[config.mk]
export PLATFORM = sky130hd
export DESIGN_NAME = irc_message_field_splitter_core
export DESIGN_NICKNAME = d
export VERILOG_FILES = /design/src/sv/irc_mfs_pkg.sv /design/src/sv/irc_message_field_splitter_core.sv
export SDC_FILE = /design/constraint.sdc
export NUM_CORES = 1
export LEC_CHECK = 0
export BUFFER_PORTS_ARGS = -buffer_cell sky130_fd_sc_hd__buf_2
export CAP_MARGIN = 40
export CORE_ASPECT_RATIO = 0.9
export CORE_UTILIZATION = 35
export CTS_CLUSTER_DIAMETER = 120
export CTS_CLUSTER_SIZE = 10
export DETAILED_ROUTE_END_ITERATION = 12
export RECOVER_POWER = 25
export SYNTH_ARGS = -nofsm -noshare
export SYNTH_HDL_FRONTEND = slang
export SYNTH_SLANG_ARGS = --single-unit
[constraint.sdc]
create_clock -name i_clk -period 5.71 [get_ports i_clk]
set_input_delay 0.2855 -clock i_clk [delete_from_list [all_inputs] [get_ports i_clk]]
set_output_delay 0.2855 -clock i_clk [all_outputs]
set_load 0.05 [all_outputs]
[src/sv/irc_mfs_pkg.sv]
// ----------------------------------------------------------------------------
// irc_mfs_pkg
// Shared types, codes and helpers for the IRC message field splitter.
// ----------------------------------------------------------------------------
package irc_mfs_pkg;

    // field tags
    localparam logic [2:0] TAG_DROP   = 3'd0;
    localparam logic [2:0] TAG_PREFIX = 3'd1;
    localparam logic [2:0] TAG_CMD    = 3'd2;
    localparam logic [2:0] TAG_PARAMS = 3'd3;
    localparam logic [2:0] TAG_TRAIL  = 3'd4;

    // line error codes
    localparam logic [1:0] ERR_NONE  = 2'd0;
    localparam logic [1:0] ERR_LONG  = 2'd1;
    localparam logic [1:0] ERR_SPACE = 2'd2;
    localparam logic [1:0] ERR_NOCMD = 2'd3;

    // characters and limits
    localparam logic [7:0] CHAR_COLON    = 8'h3A;
    localparam logic [7:0] CHAR_SPACE    = 8'h20;
    localparam logic [7:0] CHAR_TAB      = 8'h09;
    localparam logic [7:0] CHAR_CR       = 8'h0D;
    localparam logic [9:0] CNT_MAX       = 10'd1023;
    localparam logic [9:0] MAX_LEN_RESET = 10'd510;

    // one input request
    typedef struct packed {
        logic [7:0] in_byte;
        logic       in_last;
    } t_req;

    // one result
    typedef struct packed {
        logic [7:0] out_byte;
        logic [2:0] field_tag;
        logic [9:0] held_spaces;
        logic       out_last;
        logic [1:0] error_code;
    } t_res;

    // space, tab, newline, vertical tab, form feed, carriage return
    function automatic logic is_white(input logic [7:0] c);
        return (c == CHAR_SPACE) || ((c >= CHAR_TAB) && (c <= CHAR_CR));
    endfunction

endpackage

[src/sv/irc_message_field_splitter_core.sv]
// ----------------------------------------------------------------------------
// irc_message_field_splitter_core
// Tags each byte of an IRC-style message line with the field it belongs to.
// ----------------------------------------------------------------------------
// The block takes one byte per clock while o_stall is low and returns one
// result per byte. An accepted request's result goes to the output register,
// or to the skid stage behind it while the output register is stalled, so
// the block can take a request while an earlier result is still stalled;
// o_stall rises only when both are full. The only work per byte is the
// parse-mode and counter update, which sits between the line state registers
// and the output register. Line state returns to start after the byte marked
// last. max_length may be written only while no request is in flight.
module irc_message_field_splitter_core
    import irc_mfs_pkg::*;
(
    input  logic       i_clk,
    input  logic       i_rst_n,
    input  logic       i_cfg_wr_en,
    input  logic [9:0] i_cfg_wr_data,
    input  logic       i_valid,
    output logic       o_stall,
    input  t_req       i_req,
    output logic       o_valid,
    input  logic       i_stall,
    output t_res       o_res
);

    typedef enum logic [2:0] {
        MODE_START    = 3'd0,
        MODE_PFX_OPEN = 3'd1,
        MODE_PREFIX   = 3'd2,
        MODE_PFX_SP   = 3'd3,
        MODE_CMD      = 3'd4,
        MODE_CMD_SP   = 3'd5,
        MODE_PARAMS   = 3'd6,
        MODE_TRAILING = 3'd7
    } t_mode;

    t_mode      r_mode,     n_mode;
    logic [9:0] r_pend,     n_pend;
    logic [9:0] r_count,    n_count;
    logic [1:0] r_err,      n_err;
    logic [9:0] r_max_len;
    logic       r_out_valid;
    t_res       r_out;
    logic       r_skid_valid;
    t_res       r_skid;
    t_res       n_res;

    logic       in_acc;
    logic       out_take;

    // handshakes
    assign in_acc   = i_valid && !r_skid_valid;
    assign out_take = r_out_valid && !i_stall;
    assign o_stall  = r_skid_valid;
    assign o_valid  = r_out_valid;
    assign o_res    = r_out;

    // per-byte parse step
    always_comb begin
        logic [2:0] tag;
        logic [9:0] held;
        logic [7:0] c;
        tag     = TAG_DROP;
        held    = '0;
        c       = i_req.in_byte;
        n_mode  = r_mode;
        n_pend  = r_pend;
        n_err   = r_err;
        n_count = (r_count == CNT_MAX) ? r_count : r_count + 10'd1;

        // length check first
        if ((n_err == ERR_NONE) && (n_count >= r_max_len)) begin
            n_err = ERR_LONG;
        end

        if (n_err == ERR_NONE) begin
            unique case (r_mode)
                MODE_START: begin
                    if (c == CHAR_COLON) begin
                        n_mode = MODE_PFX_OPEN;
                    end else if (c == CHAR_SPACE) begin
                        n_mode = MODE_CMD_SP;
                    end else begin
                        tag    = TAG_CMD;
                        n_mode = MODE_CMD;
                    end
                end
                MODE_PFX_OPEN: begin
                    if (is_white(c)) begin
                        n_err = ERR_SPACE;
                    end else begin
                        tag    = TAG_PREFIX;
                        n_mode = MODE_PREFIX;
                    end
                end
                MODE_PREFIX: begin
                    if (c == CHAR_SPACE) begin
                        n_mode = MODE_PFX_SP;
                    end else begin
                        tag = TAG_PREFIX;
                    end
                end
                MODE_PFX_SP: begin
                    if (c != CHAR_SPACE) begin
                        tag    = TAG_CMD;
                        n_mode = MODE_CMD;
                    end
                end
                MODE_CMD: begin
                    if (c == CHAR_SPACE) begin
                        n_mode = MODE_CMD_SP;
                    end else begin
                        tag = TAG_CMD;
                    end
                end
                MODE_CMD_SP: begin
                    if (c == CHAR_COLON) begin
                        n_mode = MODE_TRAILING;
                    end else if (c != CHAR_SPACE) begin
                        tag    = TAG_PARAMS;
                        n_pend = '0;
                        n_mode = MODE_PARAMS;
                    end
                end
                MODE_PARAMS: begin
                    if (c == CHAR_SPACE) begin
                        if (r_pend != CNT_MAX) begin
                            n_pend = r_pend + 10'd1;
                        end
                    end else if ((c == CHAR_COLON) && (r_pend != '0)) begin
                        n_pend = '0;
                        n_mode = MODE_TRAILING;
                    end else begin
                        tag    = TAG_PARAMS;
                        held   = r_pend;
                        n_pend = '0;
                    end
                end
                MODE_TRAILING: begin
                    tag = TAG_TRAIL;
                end
            endcase
            if (n_err != ERR_NONE) begin
                tag  = TAG_DROP;
                held = '0;
            end
        end

        // line ended before any command
        if (i_req.in_last && (n_err == ERR_NONE) &&
            ((n_mode == MODE_PFX_OPEN) || (n_mode == MODE_PREFIX) ||
             (n_mode == MODE_PFX_SP))) begin
            n_err = ERR_NOCMD;
            tag   = TAG_DROP;
            held  = '0;
        end

        n_res.out_byte    = c;
        n_res.field_tag   = tag;
        n_res.held_spaces = held;
        n_res.out_last    = i_req.in_last;
        n_res.error_code  = n_err;

        // back to start of line after the last byte
        if (i_req.in_last) begin
            n_mode  = MODE_START;
            n_pend  = '0;
            n_count = '0;
            n_err   = ERR_NONE;
        end
    end

    // line state, config, output register and skid stage
    always_ff @(posedge i_clk) begin
        if (!i_rst_n) begin
            r_mode       <= MODE_START;
            r_pend       <= '0;
            r_count      <= '0;
            r_err        <= ERR_NONE;
            r_max_len    <= MAX_LEN_RESET;
            r_out_valid  <= 1'b0;
            r_skid_valid <= 1'b0;
        end else begin
            if (i_cfg_wr_en) begin
                r_max_len <= i_cfg_wr_data;
            end
            if (in_acc) begin
                r_mode  <= n_mode;
                r_pend  <= n_pend;
                r_count <= n_count;
                r_err   <= n_err;
            end
            if (!r_out_valid || out_take) begin
                if (r_skid_valid) begin
                    r_out        <= r_skid;
                    r_out_valid  <= 1'b1;
                    r_skid_valid <= 1'b0;
                end else if (in_acc) begin
                    r_out       <= n_res;
                    r_out_valid <= 1'b1;
                end else begin
                    r_out_valid <= 1'b0;
                end
            end else if (in_acc) begin
                r_skid       <= n_res;
                r_skid_valid <= 1'b1;
            end
        end
    end

endmodule

==> out/qor.txt, run 1 <==
P per Cell Area - 270 mW/mm2
antenna-violating nets left - 0
layout cell share with drive strength beyond 1 - 14.5%
final hold violations - 0
Relative slew margins - -12.7%
Residual DRC - 0
vias in the first global route - 3,210
ys flop type - edfxtp_1
FF+latch area - 0.00218 mm2
Synth top area share - 33.2%
fin nets - 514
DP HPWL - 6700 um
largest net degree at the start of global routing - 37
Hold Crit Class - primary input to flip-flop
Least-Margin Pin Slew - 1.69 ns
Worst-Skew Late Latency - 0.35 ns
n_diodes - 0
CTS tree - yes
post-CTS sizing - 0
delay-heaviest family, CP - simple AND/OR/NAND/NOR gates
outcome - complete, but fails checks
fin crit period - 4.03 ns
data arrival time of the critical path - 4.25 ns
Post-Syn Nets - 471
total gr overflow - 0
Post-CTS Setup Inserts - 0
area leader, netlist - edfxtp_1
Max clock buf depth - 2
drt total wl - 9410 um
Netlist cell types - 64
Port Buf Inserts - 49
Worst Setup Start Kind - flip-flop
DRT Pass-1 Iters - 4
clock sink count - 85
Slew Limit Fails - 37
Synth Register Bits - 85
Period Utilization, post-route - 70.6%
first-pass GRT wire length - 15,500 um
Placer Congestion - 0.833
setup TNS - 0 ns
synthesis-to-finish area growth - 14.6%
CP bufs+invs - 0
Post-synth top cells - edfxtp_1 (48), nor2_1 (44), dfxtp_1 (37), nand2_1 (31), inv_1 (22)
Initial Utilization - 36.0%
RSZ-0062 raised after global routing - false
hold_buf cts - 0
failing checks - max-capacitance violations, max-slew violations
Seq/Total Area, Yosys - 50.2%
Filler cells - 1,217
antenna violations before repair - 0
die area - 0.0129 mm2
crit path kind - flip-flop to flip-flop
Crit path required time - 5.93 ns
most frequent cell after synthesis - edfxtp_1
synth warn - 0
number of flops mapped to enable cells by yosys - 48
critical path peak fanout - 16
die height - 108 um
Setup crit end kind - flip-flop
Iteration-0 DRC Markers - 141
CTS H-tree lvls - 3
Final Power - 0.00135 W
WL/cell - 14.7 um
Core ar. - 0.0121 mm2
Final setup viols - 0
# rows - 38
Ports - 50
Worst path max stage delay - 0.79 ns
LEAKAGE - 1.84 nW
crit path cell chain - ha_1 > nand3_1 > or3_1 > mux2_2 > ha_1 > a21o_1 > a21oi_1 > nand3_1 > nor3b_2 > a31o_2
Post-synth ARST share - 0%
skew final - 0.00759 ns
Worst-path clk slew - 0.06 ns
Final WS setup - 1.68 ns
Multi-input gate area - 0.00199 mm2
Max Freq - 0.248 GHz
syn avg cell area - 10.0 um2
Place WS - 1.69 ns
total track usage - 15.5%
Die W - 119 um
total CTS buffers - 9
via-per-instance ratio - 5.19
CP max stage cell - nor3b_2
peak supply drop - 0.101 mV
Mapped Cells - 434
Max-cap violations - 1
ranking of synthesized cells by area - edfxtp_1 (33%), dfxtp_1 (17%), nor2_1 (3.8%), ha_1 (3.7%), mux2_2 (3.1%)
Post-Syn Area - 0.00435 mm2
vias - 3,329
CTS Root Buffer Type - clkbuf_16
report_power, final:
group          total, W  switching, W  internal, W
clock network  0.000574      0.000239     0.000335
registers      0.000668    0.00000681     0.000661
logic          0.000103     0.0000747    0.0000285
layout by cell type, fill, tap and decap left out, drive strengths merged, types with 16 or more instances in the layout:
cell type / count
and2: 16
edfxtp: 48
nor2: 44
nor3: 17
clkbuf: 38
o21ai: 18
a21oi: 23
nand2: 31
inv: 23
nand3: 17
dfxtp: 37
buf: 23
cell type report:
class | instances | area share, %
well taps | 160 | 4.02
flip-flops and latches | 85 | 43.8
multi-input cells | 306 | 40.0
repair buffers | 52 | 4.60
inverters | 23 | 1.73
clock buffers | 9 | 4.52
clock inverters | 7 | 1.33
worst register-to-register path: stages, from the launching register on:
cell     delay (ns)
dfxtp_1        0.46
ha_1           0.24
nand3_1        0.16
or3_1          0.54
mux2_2         0.34
ha_1           0.28
a21o_1         0.16
a21oi_1        0.36
nand3_1        0.32
nor3b_2        0.79
a31o_2         0.26
metal layers:
| layer | share of wire (%) | GRT usage (%) | vias to the layer above |
|---|---|---|---|
| li1 | - | - | 1697 |
| met2 | 45 | 24.5 | 69 |
| met4 | 1.5 | 6.25 | 0 |
| met3 | 4.2 | 4.40 | 13 |
| met5 | 0 | 0 | - |
| met1 | 50 | 19.9 | 1550 |
final timing paths:
check                                 start                        end  slack, ns  cells after the start
setup / recovery    r_count[0]$_SDFFE_PN0P_         o_res[9]$_DFFE_PP_       1.68                     10
hold reg to reg   r_max_len[2]$_SDFFE_PN1P_  r_max_len[2]$_SDFFE_PN1P_       0.50                      2
setup reg to reg    r_count[0]$_SDFFE_PN0P_         o_res[9]$_DFFE_PP_       1.68                     10
hold / removal             i_cfg_wr_data[8]  r_max_len[8]$_SDFFE_PN1P_       0.16                      3
cells by family after synthesis:
group	synth area share (%)
and+or+nand+nor	20.5
AOI/OAI and AO/OA	17.2
DFF	50.2
buffers and inverters	4.20
muxes	3.57
adders and majority gates	3.74
xor gates and xnor gates	0.605
flip-flops by register name (all words and copies together), names as in the netlist:
signal,cells
r_pend,10
o_res,24
r_err,2
r_max_len,10
o_valid,1
r_mode,3
r_skid,24
r_count,10
o_stall,1
per-stage QoR:
stage | util (%) | hold slack (ns) | area, um2 | std cells
2_1_floorplan | - | 0.384 | 4350 | 434
3_3_place_gp | 39.1 | 0.477 | 4730 | 626
3_5_place_dp | 39.1 | 0.485 | 4730 | 626
4_1_cts | 41.6 | 0.153 | 5020 | 642
5_1_grt | 41.2 | 0.170 | 4980 | 642
6_report | 41.2 | 0.163 | 4980 | 642
Note: power is estimated with default switching activity, not from simulation.
==> run 2: changes to the inputs <==
==> constraint.sdc (replaced) <==
create_clock -name i_clk -period 3.89 [get_ports i_clk]
set_input_delay 0.1945 -clock i_clk [delete_from_list [all_inputs] [get_ports i_clk]]
set_output_delay 0.1945 -clock i_clk [all_outputs]
set_load 0.05 [all_outputs]
==> out/qor.txt, run 2 (synthesized netlist as in run 1, its figures left out) <==
Worst Setup Start Kind - flip-flop
setup TNS - 0 ns (unchanged)
crit path cell chain - ha_1 > nand3_1 > or3_4 > nor2b_1 > nor2_1 > ha_1 > nand2_1 > nor3_1 > a21oi_1 > and3_1 > nand2b_1 > o41ai_1
critical path peak fanout - 9 (-7)
Worst path max stage delay - 0.49 ns (-0.30 ns)
post-place instance area - 0.00474 mm2 (+0.32%)
CTS H-tree lvls - 3 (unchanged)
Placer Congestion - 0.860 (+3.3%)
met2 usage - 24.6% (+0.12 points)
largest net degree at the start of global routing - 38 (+2.7%)
Crit path top cell by count - ha_1
vias in the first global route - 3,267 (+1.8%)
GR peak layer - met2
design area - 0.00505 mm2 (+1.3%)
crit path kind - flip-flop to flip-flop
WL/cell - 14.8 um (+1.2%)
# rows - 38 (unchanged)
fin crit period - 3.45 ns (-0.579 ns)
final hold violations - 0 (unchanged)
Setup crit end kind - flip-flop
data arrival time of the critical path - 3.60 ns (-0.65 ns)
Hold Crit Class - primary input to flip-flop
met3 Track Usage GR - 3.07% (-1.3 points)
Worst-Skew Late Latency - 0.35 ns (about the same)
die area - 0.0129 mm2 (unchanged)
outcome - finished clean
Final WS setup - 0.435 ns (-1.24 ns)
skew final - 0.00695 ns (-0.000638 ns)
n_diodes - 0 (unchanged)
synthesis-to-finish area growth - 16.1%
commonest non-fill, non-tap cell in the layout - edfxtp_1
die height - 108 um (unchanged)
Ports - 50 (unchanged)
P per Cell Area - 408 mW/mm2 (+51%)
Worst-path clk slew - 0.07 ns (about the same)
Final setup viols - 0 (unchanged)
met1 Use GR - 20.6% (+0.75 points)
first-pass GRT wire length - 15,900 um (+2.5%)
Iteration-0 DRC Markers - 188 (+33%)
Period Utilization, post-route - 88.8% (+18 points)
total gr overflow - 0 (unchanged)
clock sink count - 85 (unchanged)
Die W - 119 um (unchanged)
LEAKAGE - 1.88 nW (+2.2%)
Least-Margin Pin Slew - 0.847 ns (-0.844 ns)
Relative slew margins - 43.5% (+56 points)
CTS tree - yes
Residual DRC - 0 (unchanged)
Slew Limit Fails - 0 (-100%)
CP max stage cell - or3_4
Initial Utilization - 36.0% (unchanged)
Max-cap violations - 0 (-1)
fin nets - 516 (+0.39%)
Crit path required time - 4.03 ns (-1.90 ns)
CTS Root Buffer Type - clkbuf_16
Max clock buf depth - 2 (unchanged)
total CTS buffers - 9 (unchanged)
drt total wl - 9550 um (+1.5%)
RSZ-0062 raised after global routing - false
Core ar. - 0.0121 mm2 (unchanged)
antenna-violating nets left - 0 (unchanged)
via-per-instance ratio - 5.21 (+0.53%)
DP HPWL - 6790 um (+1.4%)
delay-heaviest family, CP - simple AND/OR/NAND/NOR gates
vias - 3,357 (+0.84%)
total track usage - 15.7% (+0.24 points)
Place WS - 0.348 ns (-1.34 ns)
commonest cells after routing, fill and taps aside - edfxtp_1 (48), nor2_1 (44), dfxtp_1 (37)
Port Buf Inserts - 49 (unchanged)
CP bufs+invs - 0 (unchanged)
antenna violations before repair - 0 (unchanged)
Filler cells - 1,226 (+0.74%)
DRT Pass-1 Iters - 5 (+1)
layout cell share with drive strength beyond 1 - 15.9% (+1.4 points)
peak supply drop - 0.173 mV (+71%)
Max Freq - 0.289 GHz (+17%)
## run 2: cell count changes in the layout (fill, tap and decap cells not counted)
cell,change
or3_1,-1
or3_4,+1
clkinvlp_4,-1
inv_6,+1
buf_2,-1
clkinv_1,-2
o2111ai_1,-1
bufinv_16,+1
clkinv_4,+1
nand3_1,-1
nand3_2,+1
buf_4,+3
o2111ai_2,+1
## run 2: area by class of cell
cell class                      instances  area (um2)  area share [%]
Tap cell                              160         200            3.97
Clock inverter                          7        98.8            1.96
Clock buffer                            9         225            4.46
Inverter                               23        86.3            1.71
Timing Repair Buffer                   54         246            4.88
Multi-Input combinational cell        306        2010            39.8
Sequential cell                        85        2180            43.2
## run 2: repair_timing
action | 4_1_cts | 5_1_grt
hold buffers | 0 | 0
setup buffers | 0 | 0
resized for setup | 0 | 3
endpoints found under the setup margin | 0 | 14
## run 2: worst paths after layout
kind                             startpoint                         to  slack, ns  cells after the start
setup / recovery    r_count[0]$_SDFFE_PN0P_        o_res[14]$_DFFE_PP_       0.44                     12
setup reg to reg    r_count[0]$_SDFFE_PN0P_        o_res[14]$_DFFE_PP_       0.44                     12
hold reg to reg   r_max_len[2]$_SDFFE_PN1P_  r_max_len[2]$_SDFFE_PN1P_       0.49                      2
hold / removal             i_cfg_wr_data[8]  r_max_len[8]$_SDFFE_PN1P_       0.06                      3
## run 2: routing by layer
| layer | part of all wire, % | vias to the layer above |
|---|---|---|
| met5 | 0 | - |
| met4 | 2.0 | 0 |
| met3 | 3.6 | 12 |
| met2 | 44 | 67 |
| met1 | 50 | 1585 |
| li1 | - | 1693 |
## run 2: worst register-to-register path, cell delays in order, from the launching register on
cell and delay [ns]:
dfxtp_1 0.47, ha_1 0.26, nand3_1 0.18, or3_4 0.49, nor2b_1 0.15, nor2_1 0.22, ha_1 0.28, nand2_1 0.06
nor3_1 0.04, a21oi_1 0.27, and3_1 0.27, nand2b_1 0.19, o41ai_1 0.37
## run 2: power breakdown
part | switching (W) | leakage, nW | internal (W)
registers | 0.0000103 | 0.752 | 0.000970
clock network | 0.000361 | 0.156 | 0.000565
logic | 0.000110 | 0.974 | 0.0000419
## run 2: metrics by stage
stage / std cells / utilization (%) / total power [W] / hold slack, ns
floorplan: 434 / - / 0.00111 / 0.293
global placement: 628 / 39.3 / 0.00115 / 0.417
detailed placement: 628 / 39.3 / 0.00116 / 0.417
CTS: 644 / 41.9 / 0.00209 / 0.0479
global route: 644 / 41.8 / 0.00214 / 0.0737
finish: 644 / 41.8 / 0.00206 / 0.0607
